<file path="config.mk">
export PLATFORM = sky130hd
export DESIGN_NAME = positional_list_insert_delete_top
export DESIGN_NICKNAME = d
export VERILOG_FILES = /design/src/sv/plid_pkg.sv /design/src/sv/plid_ram.sv /design/src/sv/plid_step.sv /design/src/sv/positional_list_insert_delete_top.sv
export SDC_FILE = /design/constraint.sdc
export NUM_CORES = 2
export LEC_CHECK = 0
export BUFFER_PORTS_ARGS = -buffer_cell sky130_fd_sc_hd__buf_2
export CAP_MARGIN = 20
export CORE_MARGIN = 3
export CORE_UTILIZATION = 57
export CTS_CLUSTER_SIZE = 30
export DETAILED_ROUTE_END_ITERATION = 12
export HOLD_SLACK_MARGIN = 0.05
export PLACE_DENSITY = 0.75
export SYNTH_ARGS = -nofsm -noshare
export SYNTH_HDL_FRONTEND = slang
export SYNTH_SLANG_ARGS = --single-unit
</file>
<file path="constraint.sdc">
create_clock -name clock -period 5.4 [get_ports clock]
set_input_delay 1.08 -clock clock [delete_from_list [all_inputs] [get_ports clock]]
set_output_delay 1.08 -clock clock [all_outputs]
set_load 0.02 [all_outputs]
</file>
<file path="src/sv/plid_pkg.sv">
// Shared types and codes for the positional list block.
// Holds the operation kinds, result status codes and sequencer states.
// No dependencies.
`timescale 1ns / 1ps

package plid_pkg;

   typedef enum logic [2:0] {
      KIND_LOAD    = 3'd0,
      KIND_READOUT = 3'd1,
      KIND_INSERT  = 3'd2,
      KIND_UPDATE  = 3'd3,
      KIND_DELETE  = 3'd4
   } kind_type;

   typedef enum logic [1:0] {
      STATUS_OK     = 2'd0,
      STATUS_FULL   = 2'd1,
      STATUS_BADIDX = 2'd2,
      STATUS_EMPTY  = 2'd3
   } status_type;

   typedef enum logic [4:0] {
      ST_IDLE      = 5'b00001,
      ST_EMIT      = 5'b00010,
      ST_MOVE      = 5'b00100,
      ST_WRITE_NEW = 5'b01000,
      ST_FINISH    = 5'b10000
   } state_type;

endpackage

</file>
<file path="src/sv/plid_ram.sv">
// Generic single-port-write, single-port-read RAM with registered read data.
// No dependencies.
`timescale 1ns / 1ps

module plid_ram #(
   parameter int WIDTH = 32,
   parameter int DEPTH = 64,
   localparam int AW = $clog2(DEPTH)
) (
   input  logic             clock,
   input  logic             wr_en,
   input  logic [AW-1:0]    wr_addr,
   input  logic [WIDTH-1:0] wr_data,
   input  logic             rd_en,
   input  logic [AW-1:0]    rd_addr,
   output logic [WIDTH-1:0] rd_data
);

   logic [WIDTH-1:0] mem_ff [DEPTH];
   logic [WIDTH-1:0] rd_data_ff;

   always_ff @(posedge clock) begin
      if (wr_en) begin
         mem_ff[wr_addr] <= wr_data;
      end
      // Read data holds until the next read is issued.
      if (rd_en) begin
         rd_data_ff <= mem_ff[rd_addr];
      end
   end

   assign rd_data = rd_data_ff;

endmodule

</file>
<file path="src/sv/plid_step.sv">
// Address stepping unit shared by readout, insert and delete sweeps.
// Produces the next source address, the move destination and the end compare.
// No dependencies.
`timescale 1ns / 1ps

module plid_step #(
   parameter int DEPTH = 64,
   localparam int AW = $clog2(DEPTH)
) (
   input  logic [AW-1:0] ptr,
   input  logic          down,
   input  logic [AW-1:0] stop,
   output logic [AW-1:0] next,
   output logic [AW-1:0] dst,
   output logic          at_end
);

   logic [AW-1:0] ptr_inc;
   logic [AW-1:0] ptr_dec;

   assign ptr_inc = ptr + AW'(1);
   assign ptr_dec = ptr - AW'(1);

   // A downward sweep (insert) reads lower and writes one above the source.
   assign next   = down ? ptr_dec : ptr_inc;
   assign dst    = down ? ptr_inc : ptr_dec;
   assign at_end = (ptr == stop);

endmodule

</file>
<file path="src/sv/positional_list_insert_delete_top.sv">
// Positional list top level: ordered list storage, sweep sequencer, output register.
// Depends on plid_pkg, plid_ram and plid_step.
`timescale 1ns / 1ps

// The block keeps an ordered list of up to DEPTH signed words and its length,
// and works on one request word at a time; req_stall is high while a request is
// in progress. A readout emits one response word per cycle while the response
// side keeps up. An insert or a delete moves the later elements one per cycle
// through the single read and single write port of the element memory, with
// the shared address stepper picking the next source and destination. A
// stalled response side stretches the closing cycle of every answered request
// until its word can enter the output register. Responses sit in an output
// register, so a new request is taken while the last response still waits.
// Reset empties the list at once; the element memory itself needs no clearing
// because only positions below the length are ever read.

module positional_list_insert_delete_top #(
   parameter int DEPTH = 64,
   parameter int WIDTH = 32
) (
   input  logic               clock,
   input  logic               reset,
   input  logic               req_valid,
   output logic               req_stall,
   input  logic [2:0]         req_kind,
   input  logic signed [31:0] req_value,
   input  logic [6:0]         req_index,
   input  logic               req_first_of_load,
   output logic               rsp_valid,
   input  logic               rsp_stall,
   output logic [1:0]         rsp_status,
   output logic signed [31:0] rsp_element,
   output logic [5:0]         rsp_position,
   output logic [6:0]         rsp_count,
   output logic               rsp_last
);

   localparam int AW = $clog2(DEPTH);
   localparam int LW = $clog2(DEPTH + 1);

   // Sequencer and list state.
   plid_pkg::state_type  state_ff, state_in;
   logic [LW-1:0]        length_ff, length_in;
   logic [AW-1:0]        ptr_ff, ptr_in;
   logic [AW-1:0]        stop_ff, stop_in;
   logic                 down_ff, down_in;
   logic [AW-1:0]        idx_ff, idx_in;
   logic [WIDTH-1:0]     value_ff, value_in;
   plid_pkg::status_type status_ff, status_in;

   // Output register.
   logic                 rsp_valid_ff, rsp_valid_in;
   logic [1:0]           rsp_status_ff, rsp_status_in;
   logic signed [31:0]   rsp_element_ff, rsp_element_in;
   logic [5:0]           rsp_position_ff, rsp_position_in;
   logic [6:0]           rsp_count_ff, rsp_count_in;
   logic                 rsp_last_ff, rsp_last_in;

   // Memory ports.
   logic                 wr_en;
   logic [AW-1:0]        wr_addr;
   logic [WIDTH-1:0]     wr_data;
   logic                 rd_en;
   logic [AW-1:0]        rd_addr;
   logic [WIDTH-1:0]     rd_data;

   // Stepper results.
   logic [AW-1:0]        step_next;
   logic [AW-1:0]        step_dst;
   logic                 step_at_end;

   logic                 req_accept;
   logic                 out_free;
   logic                 out_load;
   logic [LW-1:0]        len0;
   logic [LW-1:0]        len_m1;
   logic [6:0]           len7;
   logic [6:0]           idx_p1;
   logic [WIDTH-1:0]     req_word;

   plid_ram #(
      .WIDTH(WIDTH),
      .DEPTH(DEPTH)
   ) u_ram (
      .clock  (clock),
      .wr_en  (wr_en),
      .wr_addr(wr_addr),
      .wr_data(wr_data),
      .rd_en  (rd_en),
      .rd_addr(rd_addr),
      .rd_data(rd_data)
   );

   plid_step #(
      .DEPTH(DEPTH)
   ) u_step (
      .ptr   (ptr_ff),
      .down  (down_ff),
      .stop  (stop_ff),
      .next  (step_next),
      .dst   (step_dst),
      .at_end(step_at_end)
   );

   assign req_stall  = (state_ff != plid_pkg::ST_IDLE);
   assign req_accept = req_valid && !req_stall;
   assign out_free   = !rsp_valid_ff || !rsp_stall;

   // The value is sign-extended or truncated to the stored word width.
   assign req_word = WIDTH'(req_value);
   assign len0     = req_first_of_load ? '0 : length_ff;
   assign len_m1   = length_ff - LW'(1);
   assign len7     = 7'(length_ff);
   assign idx_p1   = req_index + 7'd1;

   always_comb begin
      state_in        = state_ff;
      length_in       = length_ff;
      ptr_in          = ptr_ff;
      stop_in         = stop_ff;
      down_in         = down_ff;
      idx_in          = idx_ff;
      value_in        = value_ff;
      status_in       = status_ff;
      wr_en           = 1'b0;
      wr_addr         = step_dst;
      wr_data         = rd_data;
      rd_en           = 1'b0;
      rd_addr         = step_next;
      out_load        = 1'b0;
      rsp_status_in   = plid_pkg::STATUS_OK;
      rsp_element_in  = '0;
      rsp_position_in = '0;
      rsp_count_in    = len7;
      rsp_last_in     = 1'b1;

      unique case (state_ff)
         plid_pkg::ST_IDLE: begin
            if (req_accept) begin
               idx_in    = req_index[AW-1:0];
               value_in  = req_word;
               status_in = plid_pkg::STATUS_OK;
               unique case (plid_pkg::kind_type'(req_kind))
                  plid_pkg::KIND_LOAD: begin
                     state_in = plid_pkg::ST_FINISH;
                     if (len0 >= LW'(DEPTH)) begin
                        status_in = plid_pkg::STATUS_FULL;
                     end else begin
                        wr_en     = 1'b1;
                        wr_addr   = len0[AW-1:0];
                        wr_data   = req_word;
                        length_in = len0 + LW'(1);
                     end
                  end
                  plid_pkg::KIND_READOUT: begin
                     if (length_ff == '0) begin
                        status_in = plid_pkg::STATUS_EMPTY;
                        state_in  = plid_pkg::ST_FINISH;
                     end else begin
                        rd_en    = 1'b1;
                        rd_addr  = '0;
                        ptr_in   = '0;
                        stop_in  = len_m1[AW-1:0];
                        down_in  = 1'b0;
                        state_in = plid_pkg::ST_EMIT;
                     end
                  end
                  plid_pkg::KIND_INSERT: begin
                     if (length_ff >= LW'(DEPTH)) begin
                        status_in = plid_pkg::STATUS_FULL;
                        state_in  = plid_pkg::ST_FINISH;
                     end else if (req_index > len7) begin
                        status_in = plid_pkg::STATUS_BADIDX;
                        state_in  = plid_pkg::ST_FINISH;
                     end else if (req_index == len7) begin
                        state_in = plid_pkg::ST_WRITE_NEW;
                     end else begin
                        // Move the tail up, starting from the last element.
                        rd_en    = 1'b1;
                        rd_addr  = len_m1[AW-1:0];
                        ptr_in   = len_m1[AW-1:0];
                        stop_in  = req_index[AW-1:0];
                        down_in  = 1'b1;
                        state_in = plid_pkg::ST_MOVE;
                     end
                  end
                  plid_pkg::KIND_UPDATE: begin
                     state_in = plid_pkg::ST_FINISH;
                     if (req_index < len7) begin
                        wr_en   = 1'b1;
                        wr_addr = req_index[AW-1:0];
                        wr_data = req_word;
                     end else begin
                        status_in = plid_pkg::STATUS_BADIDX;
                     end
                  end
                  plid_pkg::KIND_DELETE: begin
                     if (req_index >= len7) begin
                        status_in = plid_pkg::STATUS_BADIDX;
                        state_in  = plid_pkg::ST_FINISH;
                     end else if (idx_p1 == len7) begin
                        length_in = len_m1;
                        state_in  = plid_pkg::ST_FINISH;
                     end else begin
                        // Move the tail down, starting just past the hole.
                        rd_en    = 1'b1;
                        rd_addr  = idx_p1[AW-1:0];
                        ptr_in   = idx_p1[AW-1:0];
                        stop_in  = len_m1[AW-1:0];
                        down_in  = 1'b0;
                        state_in = plid_pkg::ST_MOVE;
                     end
                  end
                  default: begin
                     // Unused kind codes are taken and dropped without a response.
                  end
               endcase
            end
         end
         plid_pkg::ST_EMIT: begin
            if (out_free) begin
               out_load        = 1'b1;
               rsp_element_in  = 32'(signed'(rd_data));
               rsp_position_in = 6'(ptr_ff);
               rsp_last_in     = step_at_end;
               if (step_at_end) begin
                  state_in = plid_pkg::ST_IDLE;
               end else begin
                  rd_en  = 1'b1;
                  ptr_in = step_next;
               end
            end
         end
         plid_pkg::ST_MOVE: begin
            // The word read last cycle lands one slot away from its source.
            wr_en = 1'b1;
            if (step_at_end) begin
               if (down_ff) begin
                  state_in = plid_pkg::ST_WRITE_NEW;
               end else begin
                  length_in = len_m1;
                  state_in  = plid_pkg::ST_FINISH;
               end
            end else begin
               rd_en  = 1'b1;
               ptr_in = step_next;
            end
         end
         plid_pkg::ST_WRITE_NEW: begin
            wr_en     = 1'b1;
            wr_addr   = idx_ff;
            wr_data   = value_ff;
            length_in = length_ff + LW'(1);
            state_in  = plid_pkg::ST_FINISH;
         end
         plid_pkg::ST_FINISH: begin
            if (out_free) begin
               out_load      = 1'b1;
               rsp_status_in = status_ff;
               state_in      = plid_pkg::ST_IDLE;
            end
         end
         default: begin
            state_in = plid_pkg::ST_IDLE;
         end
      endcase
   end

   assign rsp_valid_in = out_load || (rsp_valid_ff && rsp_stall);

   always_ff @(posedge clock) begin
      if (reset) begin
         state_ff     <= plid_pkg::ST_IDLE;
         length_ff    <= '0;
         rsp_valid_ff <= 1'b0;
      end else begin
         state_ff     <= state_in;
         length_ff    <= length_in;
         rsp_valid_ff <= rsp_valid_in;
      end
   end

   always_ff @(posedge clock) begin
      ptr_ff    <= ptr_in;
      stop_ff   <= stop_in;
      down_ff   <= down_in;
      idx_ff    <= idx_in;
      value_ff  <= value_in;
      status_ff <= status_in;
      if (out_load) begin
         rsp_status_ff   <= rsp_status_in;
         rsp_element_ff  <= rsp_element_in;
         rsp_position_ff <= rsp_position_in;
         rsp_count_ff    <= rsp_count_in;
         rsp_last_ff     <= rsp_last_in;
      end
   end

   assign rsp_valid    = rsp_valid_ff;
   assign rsp_status   = rsp_status_ff;
   assign rsp_element  = rsp_element_ff;
   assign rsp_position = rsp_position_ff;
   assign rsp_count    = rsp_count_ff;
   assign rsp_last     = rsp_last_ff;

endmodule

</file>
==> impl_metrics.toml <==
[outcome]
status = "complete, but fails checks"
violations = "DRC"

[setup_path]
critical_path_class = "reg -> reg"
worst_ep_required_time_ns = 5.99
end_kind = "flop"
path_max_fanout = 63
rr_startpoint = "state_ff[1]"
cp.arrival_ns = 5.69
reg2reg_depth = 16
r2r-end = "u_ram.rd_data[23]"
r2r_slack_ns = 0.30
start_kind = "flop"

[drt]
post-route-drc-count = 2
wirelength_um = 251700
ant_nets = 0
drt-initial-drc-count = 8576
wire_per_inst_um = 29.52
via_per_inst = 6.670
firstDrtPassIters = 11
dr_total_vias = 56854

[cells_and_area]
fin_util_pct = 66.04
finalNetCount = 6386
final_common_cell = "edfxtp_1"
area_delta_synth_final_pct = 14.31
postLayoutCellArea_mm2 = 0.1010
final_cell_mix = "edfxtp_1, nand2_1, mux2i_1"
drive_gt1_share_pct = 14.24

[clock_tree]
clk_path_buf_depth = 3
path_clk_slew_ns = 0.07
post_cts_buffers = 0
cts.sinks = 2194
cts_tree = "yes"
cts_buffers = 204
root_buffer = "clkbuf_16"
cts-resized-gates = 0
clock_latency_ns = 0.84
postCtsHoldBufs = 0
htree_levels = 4

[floorplanning]
rows = 143
core_area_mm2 = 0.1530
die_area_mm2 = 0.1598
chipHeight_um = 399.8
ios = 97
initial_core_util_pct = 57.77
dieWidth_um = 399.8

[placed_design]
post-dp-hpwl_um = 148100
io_buffers = 96
postPlaceCellArea_mm2 = 0.09475
gp_congestion = 0.9254

[synth]
synth_edf_count = 2181
ys_seq_elements = 2194
ys_warn_count = 0
synth_largest_type_area_fraction_pct = 74.11
synth_top_cells_by_area = "edfxtp_1, mux2i_1, nand2_1"
synth_area_per_cell_um2 = 14.68
synth.largest_area_cell = "edfxtp_1"
synthCells = 6020
synth.net_count = 6081
seq_area_frac_synth_pct = 74.40
synth_async_sr_flop_share_pct = 0
synth_ff_type = "edfxtp_1"
netlist_area_mm2 = 0.08838
synthDistinctLibCells = 83

[grt]
antenna_found_initial = 6
grt.total_usage_pct = 31.09
grt_pass1_wl_um = 362800
grt_pass1_vias = 54482
grt_max_degree = 108
gr-total-overflow = 0

[sta]
max_slew_margin_pct = 25.79
hold_viol = 0
min_period_ns = 5.100
fin_skew_ns = 0.03388
period_share_pct = 94.45
final-setup-viol-count = 0
fmax_mhz = 196.1
tightest_slew_ns = 1.085
rsz0062_at_grt = "no"
drv_slew = 0

[power]
peakVddDrop_mv = 0.3887
leakagePower_nw = 34.27
powerDensity_mw_per_mm2 = 383.6

[worst_hold_path]
hold_end = "value_ff[29]"
hold_class = "in -> reg"
hp-start = "req_value[29]"
hold_depth = 1

[run]
maxCapViolations = 0
[critical path, stage by stage (launching register included)]
cell	delay (ns)
dfxtp_1	0.40
nor4b_1	0.30
and2_1	0.39
nand2_2	0.21
inv_2	0.35
nand2_1	0.22
a2111oi_2	0.48
buf_4	0.20
nor3_4	0.04
buf_12	0.17
buf_12	0.16
buf_12	0.21
mux2i_1	0.19
mux2i_1	0.10
a2111oi_1	0.81
o211ai_1	0.37
o2111a_1	0.25
[Yosys cell counts, types with 7 or more instances]
| cell type | number |
|---|---|
| a2111oi_0 | 46 |
| a211o_1 | 21 |
| a211oi_1 | 115 |
| a21oi_1 | 164 |
| a221oi_1 | 8 |
| a22oi_1 | 65 |
| a311oi_1 | 41 |
| a31oi_1 | 83 |
| a32oi_1 | 101 |
| and2_1 | 46 |
| and3_1 | 17 |
| and4_1 | 75 |
| buf_1 | 16 |
| buf_2 | 175 |
| buf_4 | 53 |
| clkbuf_1 | 156 |
| dfxtp_1 | 13 |
| edfxtp_1 | 2181 |
| ha_1 | 14 |
| inv_1 | 18 |
| mux2_2 | 8 |
| mux2i_1 | 451 |
| nand2_1 | 1173 |
| nand3_1 | 393 |
| nand4_1 | 7 |
| nor2_1 | 138 |
| nor3_1 | 55 |
| nor4_1 | 28 |
| o2111ai_1 | 10 |
| o211a_1 | 17 |
| o211ai_1 | 9 |
| o21ai_0 | 45 |
| o221ai_1 | 27 |
| o22ai_1 | 75 |
| o31a_1 | 21 |
| o32ai_1 | 11 |
| or3_1 | 13 |
| xnor2_1 | 19 |
| xor2_1 | 13 |
[metal layers]
metal	up-vias	track usage [%]	part of all wire [%]	wire, µm
met1	28138	42.09	36	91100
li1	23897	-	-	-
met3	753	6.424	12	29870
met4	4	16.91	6.0	15120
met2	4062	47.66	46	115500
met5	-	0	0.011	27
[per-stage QoR]
stage | setup TNS (ns) | setup WS (ns) | hold slack [ns] | std cells | power (W)
4_1_cts | 0 | 0.3122 | 0.3873 | 8518 | 0.03872
2_1_floorplan | 0 | 0.2356 | 0.4029 | 6020 | 0.02298
3_5_place_dp | -0.8496 | -0.2708 | 0.5177 | 8146 | 0.02533
3_3_place_gp | -1.157 | -0.3090 | 0.5009 | 8143 | 0.02520
6_report | 0 | 0.2999 | 0.4383 | 8524 | 0.03875
5_1_grt | 0 | 0.02048 | 0.4036 | 8521 | 0.03976
[cell type report]
cell class	count	area, µm²
inverters	19	71.32
repair buffers	502	5099
well taps	2030	2540
flip-flops and latches	2194	65750
multi-input cells	3404	21320
clock buffers	251	5324
diodes	3	7.507
fillers	10132	51950
clock inverters	121	913.4
[sequential cells by signal, summed over array words and instances, names as in the netlist, 2 cells and up]
signal	count
rsp_status	2
status_ff	2
rsp_count	7
ptr_ff	6
rsp_position	6
idx_ff	6
value_ff	32
len7	7
u_ram.mem_ff	2048
u_ram.rd_data	32
stop_ff	6
state_ff	5
rsp_element	32
[worst max-delay path by stage]
| stage | startpoint | endpoint | slack (ns) | cells past startpoint |
|---|---|---|---|---|
| 2_1_floorplan | req_index[1] | u_ram.mem_ff[27][0] | 0.24 | 11 |
| 3_3_place_gp | req_index[0] | u_ram.rd_data[28] | -0.31 | 18 |
| 5_1_grt | state_ff[1] | u_ram.rd_data[30] | 0.02 | 15 |
| 6_report | state_ff[1] | u_ram.rd_data[23] | 0.30 | 16 |
| 3_5_place_dp | req_index[0] | u_ram.rd_data[23] | -0.27 | 18 |
| 4_1_cts | state_ff[1] | u_ram.rd_data[23] | 0.31 | 16 |
[cell families (layout without fill, tap and decap cells)]
logic type	Yosys count	in the layout	share of synthesized area, %
muxes	459	459	5.210
buffers and inverters	422	893	2.291
AOI/OAI and AO/OA	918	918	7.567
other	0	3	0
adders and majority gates	14	14	0.1982
and+or+nand+nor	1978	1978	9.940
DFF	2194	2194	74.40
xor gates and xnor gates	35	35	0.3936
[where the power goes]
part | switching, W | total [W] | internal [W] | leakage (nW)
Sequential | 0.000100 | 0.0194 | 0.0193 | 19.7
Clock | 0.00620 | 0.0136 | 0.00743 | 3.04
Combinational | 0.00393 | 0.00570 | 0.00178 | 11.5
Total | 0.0102 | 0.0388 | 0.0285 | 34.3
(Power assumes the default switching activity.)
